## config.mk

```make
export PLATFORM = sky130hd
export DESIGN_NAME = compass_heading_from_field
export DESIGN_NICKNAME = d
export VERILOG_FILES = /design/src/hdl/chff_pkg.sv /design/src/hdl/compass_heading_from_field.sv
export SDC_FILE = /design/constraint.sdc
export NUM_CORES = 2
export LEC_CHECK = 0
export ABC_AREA = 0
export BUFFER_PORTS_ARGS = -buffer_cell sky130_fd_sc_hd__buf_2
export CAP_MARGIN = 5
export CORE_MARGIN = 3
export CORE_UTILIZATION = 24
export DETAILED_ROUTE_END_ITERATION = 10
export PLACE_DENSITY_LB_ADDON = 0.2
export RECOVER_POWER = 50
export SLEW_MARGIN = 20
export SYNTH_ARGS = -nofsm -noshare
export SYNTH_HDL_FRONTEND = slang
export SYNTH_SLANG_ARGS = --single-unit
```

## constraint.sdc

```tcl
create_clock -name clk -period 9.7 [get_ports clk]
set_clock_uncertainty 0.1 [all_clocks]
set_input_delay 0.485 -clock clk [delete_from_list [all_inputs] [get_ports clk]]
set_output_delay 0.485 -clock clk [all_outputs]
set_load 0.005 [all_outputs]
```

## src/hdl/chff_pkg.sv

```systemverilog
package chff_pkg;

	localparam int SAMPLE_BITS_DEF       = 12;
	localparam int CORDIC_ITERATIONS_DEF = 16;

	// Readings are scaled up by this many bits before the rotations.
	localparam int GUARD_SHIFT = 30;
	localparam int TABLE_LEN   = 24;

	// Angle accumulator counts 1/256 of a hundredth of a degree.
	localparam int ANGLE_W = 24;
	localparam int SUM_W   = 18;
	localparam int DECL_W  = 16;
	localparam int HEAD_W  = 16;

	localparam logic signed [ANGLE_W-1:0] HALF_TURN_FINE  = 24'sd4608000;
	localparam logic signed [ANGLE_W-1:0] ROUND_HALF_FINE = 24'sd128;
	localparam logic signed [SUM_W-1:0]   FULL_TURN       = 18'sd36000;
	localparam logic signed [SUM_W-1:0]   TWO_TURNS       = 18'sd72000;
	localparam logic signed [DECL_W-1:0]  DECL_RESET      = -16'sd1150;

	typedef logic signed [ANGLE_W-1:0] angle_t;

	// atan(2^-i) in accumulator units, rounded to nearest.
	function automatic angle_t atan_fine(input int i);
		angle_t r;
		case (i)
			0:       r = 24'sd1152000;
			1:       r = 24'sd680065;
			2:       r = 24'sd359328;
			3:       r = 24'sd182400;
			4:       r = 24'sd91554;
			5:       r = 24'sd45822;
			6:       r = 24'sd22916;
			7:       r = 24'sd11459;
			8:       r = 24'sd5730;
			9:       r = 24'sd2865;
			10:      r = 24'sd1432;
			11:      r = 24'sd716;
			12:      r = 24'sd358;
			13:      r = 24'sd179;
			14:      r = 24'sd90;
			15:      r = 24'sd45;
			16:      r = 24'sd22;
			17:      r = 24'sd11;
			18:      r = 24'sd6;
			19:      r = 24'sd3;
			20:      r = 24'sd1;
			21:      r = 24'sd1;
			default: r = 24'sd0;
		endcase
		return r;
	endfunction

endpackage

```

## src/hdl/compass_heading_from_field.sv

```systemverilog
// Stages in order: the fold entry stage, the CORDIC rotation stages, the declination sum stage and the output register.
// Throughput: one field pair per cycle while the output is not stalled; one CORDIC rotation per pipeline stage.
// A stalled output holds its beat while empty stages further up keep filling.
// Reset clears all stage valid bits and sets the declination to -11.50 degrees.
module compass_heading_from_field #(
	parameter int SAMPLE_BITS       = chff_pkg::SAMPLE_BITS_DEF,
	parameter int CORDIC_ITERATIONS = chff_pkg::CORDIC_ITERATIONS_DEF
) (
	input  logic                                 clk,
	input  logic                                 arst_n,
	input  logic                                 cfg_valid,
	output logic                                 cfg_ready,
	input  logic signed [chff_pkg::DECL_W-1:0]   cfg_data,
	input  logic                                 in_valid,
	output logic                                 in_stall,
	input  logic signed [SAMPLE_BITS-1:0]        field_x,
	input  logic signed [SAMPLE_BITS-1:0]        field_y,
	output logic                                 out_valid,
	input  logic                                 out_stall,
	output logic        [chff_pkg::HEAD_W-1:0]   heading_centideg
);

	localparam int N = (CORDIC_ITERATIONS > chff_pkg::TABLE_LEN) ?
		chff_pkg::TABLE_LEN : CORDIC_ITERATIONS;
	// Gain of the rotations and the negation need three bits of headroom.
	localparam int W = SAMPLE_BITS + chff_pkg::GUARD_SHIFT + 3;
	localparam int AW = chff_pkg::ANGLE_W;
	localparam int SW = chff_pkg::SUM_W;

	logic signed [chff_pkg::DECL_W-1:0] decl_q;

	logic signed [W-1:0]  x_s    [0:N];
	logic signed [W-1:0]  y_s    [0:N];
	logic signed [AW-1:0] z_s    [0:N];
	logic                 zero_s [0:N];
	logic                 v_s    [0:N];
	logic                 en_s   [0:N];

	logic signed [SW-1:0] sum_s;
	logic                 sum_v_s;
	logic                 en_sum;
	logic                 en_out;

	logic signed [W-1:0]  x_in;
	logic signed [W-1:0]  y_in;

	assign cfg_ready = 1'b1;

	always_ff @(posedge clk or negedge arst_n) begin
		if (!arst_n) begin
			decl_q <= chff_pkg::DECL_RESET;
		end else if (cfg_valid && cfg_ready) begin
			decl_q <= cfg_data;
		end
	end

	// A stage loads when it is empty or its content moves on this cycle.
	assign en_out = !out_valid || !out_stall;
	assign en_sum = !sum_v_s || en_out;
	assign en_s[N] = !v_s[N] || en_sum;

	genvar k;
	generate
		for (k = 0; k < N; k++) begin : g_en
			assign en_s[k] = !v_s[k] || en_s[k+1];
		end
	endgenerate

	assign in_stall = !en_s[0];

	assign x_in = W'(field_x) <<< chff_pkg::GUARD_SHIFT;
	assign y_in = W'(field_y) <<< chff_pkg::GUARD_SHIFT;

	// Entry stage: fold the left half plane onto the right one.
	always_ff @(posedge clk or negedge arst_n) begin
		if (!arst_n) begin
			v_s[0] <= 1'b0;
		end else if (en_s[0]) begin
			v_s[0] <= in_valid;
		end
	end

	always_ff @(posedge clk) begin
		if (en_s[0]) begin
			zero_s[0] <= (field_x == '0) && (field_y == '0);
			if (x_in < 0) begin
				x_s[0] <= -x_in;
				y_s[0] <= -y_in;
				z_s[0] <= (y_in >= 0) ? chff_pkg::HALF_TURN_FINE : -chff_pkg::HALF_TURN_FINE;
			end else begin
				x_s[0] <= x_in;
				y_s[0] <= y_in;
				z_s[0] <= '0;
			end
		end
	end

	generate
		for (k = 1; k <= N; k++) begin : g_rot
			localparam logic signed [AW-1:0] ATAN_K = chff_pkg::atan_fine(k - 1);

			always_ff @(posedge clk or negedge arst_n) begin
				if (!arst_n) begin
					v_s[k] <= 1'b0;
				end else if (en_s[k]) begin
					v_s[k] <= v_s[k-1];
				end
			end

			always_ff @(posedge clk) begin
				if (en_s[k]) begin
					zero_s[k] <= zero_s[k-1];
					if (y_s[k-1] >= 0) begin
						x_s[k] <= x_s[k-1] + (y_s[k-1] >>> (k - 1));
						y_s[k] <= y_s[k-1] - (x_s[k-1] >>> (k - 1));
						z_s[k] <= z_s[k-1] + ATAN_K;
					end else begin
						x_s[k] <= x_s[k-1] - (y_s[k-1] >>> (k - 1));
						y_s[k] <= y_s[k-1] + (x_s[k-1] >>> (k - 1));
						z_s[k] <= z_s[k-1] - ATAN_K;
					end
				end
			end
		end
	endgenerate

	// Round to whole hundredths and add the declination.
	logic signed [AW:0]   z_round;
	logic signed [AW-8:0] angle_c;

	always_comb begin
		z_round = (AW+1)'(z_s[N]) + (AW+1)'(chff_pkg::ROUND_HALF_FINE);
		angle_c = zero_s[N] ? '0 : z_round[AW:8];
	end

	always_ff @(posedge clk or negedge arst_n) begin
		if (!arst_n) begin
			sum_v_s <= 1'b0;
		end else if (en_sum) begin
			sum_v_s <= v_s[N];
		end
	end

	always_ff @(posedge clk) begin
		if (en_sum) begin
			sum_s <= SW'(angle_c) + SW'(decl_q);
		end
	end

	// The sum never leaves -2 to +2 turns, so one corrective step suffices.
	logic signed [SW-1:0] wrap_c;

	always_comb begin
		if (sum_s < -chff_pkg::FULL_TURN) begin
			wrap_c = sum_s + chff_pkg::TWO_TURNS;
		end else if (sum_s < 0) begin
			wrap_c = sum_s + chff_pkg::FULL_TURN;
		end else if (sum_s >= chff_pkg::FULL_TURN) begin
			wrap_c = sum_s - chff_pkg::FULL_TURN;
		end else begin
			wrap_c = sum_s;
		end
	end

	always_ff @(posedge clk or negedge arst_n) begin
		if (!arst_n) begin
			out_valid <= 1'b0;
		end else if (en_out) begin
			out_valid <= sum_v_s;
		end
	end

	always_ff @(posedge clk) begin
		if (en_out) begin
			heading_centideg <= wrap_c[chff_pkg::HEAD_W-1:0];
		end
	end

`ifndef SYNTHESIS
	a_heading_range: assert property (@(posedge clk) disable iff (!arst_n)
		out_valid |-> (heading_centideg < chff_pkg::HEAD_W'(36000)))
		else $error("heading out of range");

	a_stall_only_when_full: assert property (@(posedge clk) disable iff (!arst_n)
		in_stall |-> (out_valid && out_stall && sum_v_s && v_s[0]))
		else $error("input stalled while the pipeline has room");

	a_entry_right_half: assert property (@(posedge clk) disable iff (!arst_n)
		v_s[0] |-> (x_s[0] >= 0))
		else $error("entry stage holds a vector in the left half plane");

	a_final_right_half: assert property (@(posedge clk) disable iff (!arst_n)
		v_s[N] |-> (x_s[N] >= 0))
		else $error("rotation left the right half plane");
`endif

endmodule

```

Word-level counts from Yosys, hierarchy flattened:

Memories as Yosys holds them, arrays and structs flattened.
Cells that the tools add are included.

* logic and storage cells: 435
* input bits: 45
* flip-flop bits (word level): 69
* memories kept: 4
* RAM bits: 1955
* output and inout port bits: 19

Memory list
* x_s: depth 17, width 45, rd ports 16, clocked after Yosys merged registers in 0, write ports 17, RTL line compass_heading_from_field.sv:32 `logic signed [W-1:0] x_s [0:N];`
* y_s: depth 17, width 45, rd ports 16, clocked after Yosys merged registers in 0, write ports 17, RTL line compass_heading_from_field.sv:33 `logic signed [W-1:0] y_s [0:N];`
* z_s: depth 17, width 24, rd ports 17, clocked after Yosys merged registers in 0, write ports 17, RTL line compass_heading_from_field.sv:34 `logic signed [AW-1:0] z_s [0:N];`
* zero_s: depth 17, width 1, rd ports 17, clocked after Yosys merged registers in 0, write ports 17, RTL line compass_heading_from_field.sv:35 `logic zero_s [0:N];`

* reduce and logical (&&, ||, !) cells: 43
* magnitude comparators: 21
* add/sub/neg operators: 102
* bitwise logic cells: 51
* multiplexer cells: 192

Operator list (number)
* 2-to-1 mux 45 bit: 34
* >= comparator 45 x 1 -> 1 bit (second input constant): 16
* 2-to-1 mux 24 bit: 18
* 2-to-1 mux 1 bit: 136
* adder 45 x 30 -> 45 bit: 2
* adder 45 x 31 -> 45 bit: 2
* adder 45 x 32 -> 45 bit: 2
* adder 45 x 33 -> 45 bit: 2
* adder 45 x 34 -> 45 bit: 2
* adder 45 x 35 -> 45 bit: 2
* adder 45 x 36 -> 45 bit: 2
* adder 45 x 37 -> 45 bit: 2
* adder 45 x 38 -> 45 bit: 2
* adder 45 x 39 -> 45 bit: 2
* adder 45 x 40 -> 45 bit: 2
* adder 45 x 41 -> 45 bit: 2
* adder 45 x 42 -> 45 bit: 2
* adder 45 x 43 -> 45 bit: 2
* adder 45 x 44 -> 45 bit: 2
* negator 42 -> 45 bit: 2
* subtractor 45 x 30 -> 45 bit: 2
* subtractor 45 x 31 -> 45 bit: 2
* subtractor 45 x 32 -> 45 bit: 2
* subtractor 45 x 33 -> 45 bit: 2
* other kinds (62): 165

Longest topological paths before layout:

* depth after elaboration: 23
* mapped depth: 33
* gate-level depth less buffers: 31

Least setup slack after synthesis:

No wires, ideal clock.

* path kind: in2reg
* from: in out_stall
* to: mem x_s[10][42] in the netlist's numbering (data pin)
* slack: 0.435 ns
* arrival time: 8.880 ns
* cell stages on the path: 24
* cells stage by stage: nand3_2 nor2_2 inv_2 nor2_1 and3_1 nand2_1 nand2_1 clkinv_1 clkbuf_1 mux2i_1 fa_1 a21o_1 a21oi_1 o21ai_0 a21o_1 a21oi_1 o31ai_1 a31oi_1 a21oi_1 a311o_1 a31oi_1 o21ai_0 nand4_1 o311ai_0

RTL lines
* start: declaration: RTL line compass_heading_from_field.sv:19 `input logic out_stall,`
* end: declaration: RTL line compass_heading_from_field.sv:32

==> results.txt <==
Hold Startpoint -> cfg_valid
Max-cap violations -> 23
startpoint types -> flip-flop
Netlist cell types -> 105
met2 GRT Util -> 22.54%
RSZ-0062 raised after global routing -> no
antenna viol nets, final -> 0
launch point of the worst path -> out_valid
DIE HEIGHT -> 696.3 um
Post CTS Setup Buffer Count -> 0
final hold violations -> 0
Pre-Repair DR Iteration Count -> 5
Die Width -> 696.3 um
mapped cell area -> 114400 sq um
Fin Setup TNS -> 0 ns
Worst EP required -> 10.18 ns
worst-path maximum fanout -> 32
Final Net Count -> 13390
register area share after synthesis -> 36.17%
Post-DP Area -> 122400 sq um
status -> complete, but fails checks
DRC Markers -> 0
largest family of logic cells by synthesized area -> compound AO/OA/AOI/OAI gates
cells after synthesis -> 11880
async set-reset flop share out of synthesis -> 2.531%
GR Layer Usage met3 -> 1.315%
Reg2Reg Launch Point -> out_valid
Slew Limit Fails -> 1081
final worst-path cycle share -> 86.53%
ys flop type -> edfxtp_1
CTS tree -> done
syn_nets -> 13220
multiplexer area fraction after synthesis -> 0.7538%
floorplan row count -> 252
WHS -> 0.1171 ns
Synth area leaders -> edfxtp_1, ha_1, xnor2_1
failing checks -> capacitance limit, slew limit
Synth Area in XOR/XNOR -> 13.53%
area added between synthesis and finish -> 12.12%
clk slew on worst S/H paths -> 0.06 ns
cells on worst reg2reg path -> 22
DR vias -> 85270
total CTS buffers -> 173
r2r setup slk -> 1.31 ns
Hold Crit Depth -> 2
Final min period -> 8.393 ns
root buf cell -> clkbuf_16
Top Usage Layer GRT -> met2
Synth top area share -> 35.39%
initial antenna violation count -> 5
die area -> 484800 sq um
post-DR wirelength/cell -> 16.95 um
Routed WL -> 312000 um
final setup fails -> 0
DRT iter0 DRCs -> 4608
# port buffers -> 62
Mapped Avg Cell Area -> 9.625 sq um
Setup Crit Path Kind -> reg2reg
Compound-Gate Fraction of Synth Area -> 19.33%
IO Pins -> 64
Post-Synth Simple-Gate Area -> 13.27%
worst-case clock buffer depth -> 4
CP Capture Type -> flip-flop
Congestion Overflow GR -> 0
FF+latch count, synth -> 1383
met1 Use GR -> 15.64%
routability cong. -> 0.8433
area leader, netlist -> edfxtp_1
FF-to-FF End -> y_s[7][43]
HP Class -> in2reg
clk sinks -> 1383
Clock Latency Late Sink -> 0.87 ns
vias per cell -> 4.631
fin util -> 27.11%
Synth Area in Adders -> 14.40%
relative slew slack -> -139.6%
Core ar. -> 473000 sq um
Post-DP HPWL -> 252900 um
CP endpoint -> y_s[7][43]
CTS H-tree lvls -> 4
YS warnings -> 0
initial core utilization -> 24.18%
Global Route Usage Sum -> 12.60%
Fmax -> 0.1191 GHz
pin count of the biggest net entering global routing -> 70
first-pass GRT wire length -> 493300 um
layout cell share with drive strength beyond 1 -> 4.053%
vias in the first global route -> 85860
Worst EP arrival -> 8.87 ns
Post-synth EDFFs -> 1348
design area -> 128200 sq um
Slew @ Worst Pin -> 3.594 ns
[final cells by class]
cell class	instances	area (sq um)
Antenna cell	1	2.502
Clock buffer	223	4674
Clock inverter	89	852.1
Fill cell	50260	344700
Inverter	572	2153
Multi-Input combinational cell	9729	70100
Sequential cell	1383	41370
Tap cell	6223	7786
Timing Repair Buffer	192	1299
[metrics by stage]
| step | worst slack (ns) | std cells |
|---|---|---|
| finish | 1.307 | 18410 |
| global route | 0.4848 | 18410 |
| CTS | 1.495 | 18410 |
| detailed placement | 1.388 | 18050 |
| global placement | 1.429 | 18050 |
| floorplan | 0.4352 | 11880 |
[cells by family after synthesis]
family,count (synthesis)
AND/OR/NAND/NOR,3138
multiplexers,82
AO/OA/AOI/OAI,3444
buffers and inverters,770
adder cells (fa/ha/maj),1297
other,1
flip-flops,1383
XOR/XNOR,1767
[critical path, stage by stage (launching register included)]
cell and delay (ns):
dfrtp_1 0.36, nand3_1 0.72, nor2_1 0.61, inv_2 0.07, buf_4 0.29, o41ai_1 1.37
buf_4 0.50, o31ai_1 0.14, xnor2_1 0.15, ha_1 0.32, a21o_1 0.19, a21oi_1 0.33
o21ai_0 0.19, a21oi_1 0.26, o21bai_1 0.14, a2111oi_0 0.58, nor3_1 0.18, o41a_1 0.48
a221oi_1 0.43, o21ai_0 0.24, a21o_1 0.21, a21oi_1 0.16, xnor2_1 0.09
[registers in the layout, summed over array words and instances (netlist names)]
| name | count |
|---|---|
| sum_s | 18 |
| decl_q | 16 |
| x_s | 474 |
| out_valid | 1 |
| y_s | 483 |
| sum_v_s | 1 |
| heading_centideg | 16 |
| zero_s | 17 |
| v_s | 17 |
| z_s | 340 |
[layer usage]
metal	share of wire [%]	up-vias
met5	0	-
met4	3.7	0
met3	2.7	507
met2	49	1090
met1	45	39410
li1	-	44260
[synth_stat cells (all sizes together), types with 72 or more instances]
library cell and n:
xor2 618, xnor2 1149, o41ai 100, nand2 731, o21a 155, nor2 917
nor2b 158, a21o 494, ha 1264, nand4 81, a31oi 91, nand3 206
o21ai 694, nor3 298, a21oi 1039, clkbuf 178, inv 568, o21bai 178
a21boi 72, o31ai 202, nand2b 179, or3 93, nor4 85, edfxtp 1348
and3 116
[cell usage in the layout (no fill, tap or decap), types with 72 or more instances in the layout]
cell type / count
o21a_1: 155
a21boi_0: 72
nand3_1: 205
and3_1: 116
nor3_1: 295
xnor2_1: 1149
o31ai_1: 200
nor2_1: 917
o21ai_0: 686
a21oi_1: 1038
nand4_1: 81
nand2b_1: 179
o41ai_1: 98
inv_1: 559
clkbuf_16: 179
edfxtp_1: 1348
nor4_1: 85
a31oi_1: 91
xor2_1: 618
nor2b_1: 158
clkbuf_1: 87
or3_1: 93
nand2_1: 726
o21bai_1: 178
a21o_1: 494
ha_1: 1264
[worst min path at each step]
stage | endpoint | slack, ns
finish | decl_q[1] | 0.12
global route | decl_q[12] | 0.06
CTS | decl_q[12] | 0.02
detailed placement | zero_s[1][2] | 0.31
global placement | zero_s[0][3] | 0.31
floorplan | decl_q[0] | 0.09
[timing repair]
item / CTS / global route
gates resized for setup: 0 / 0
hold buffers: 54 / 0
endpoints found under the hold margin: 80 / 0
endpoints found under the setup margin: 0 / 0
Power is not shown: default switching activity piles up to over one toggle a cycle in this logic, so the estimate is an artifact.
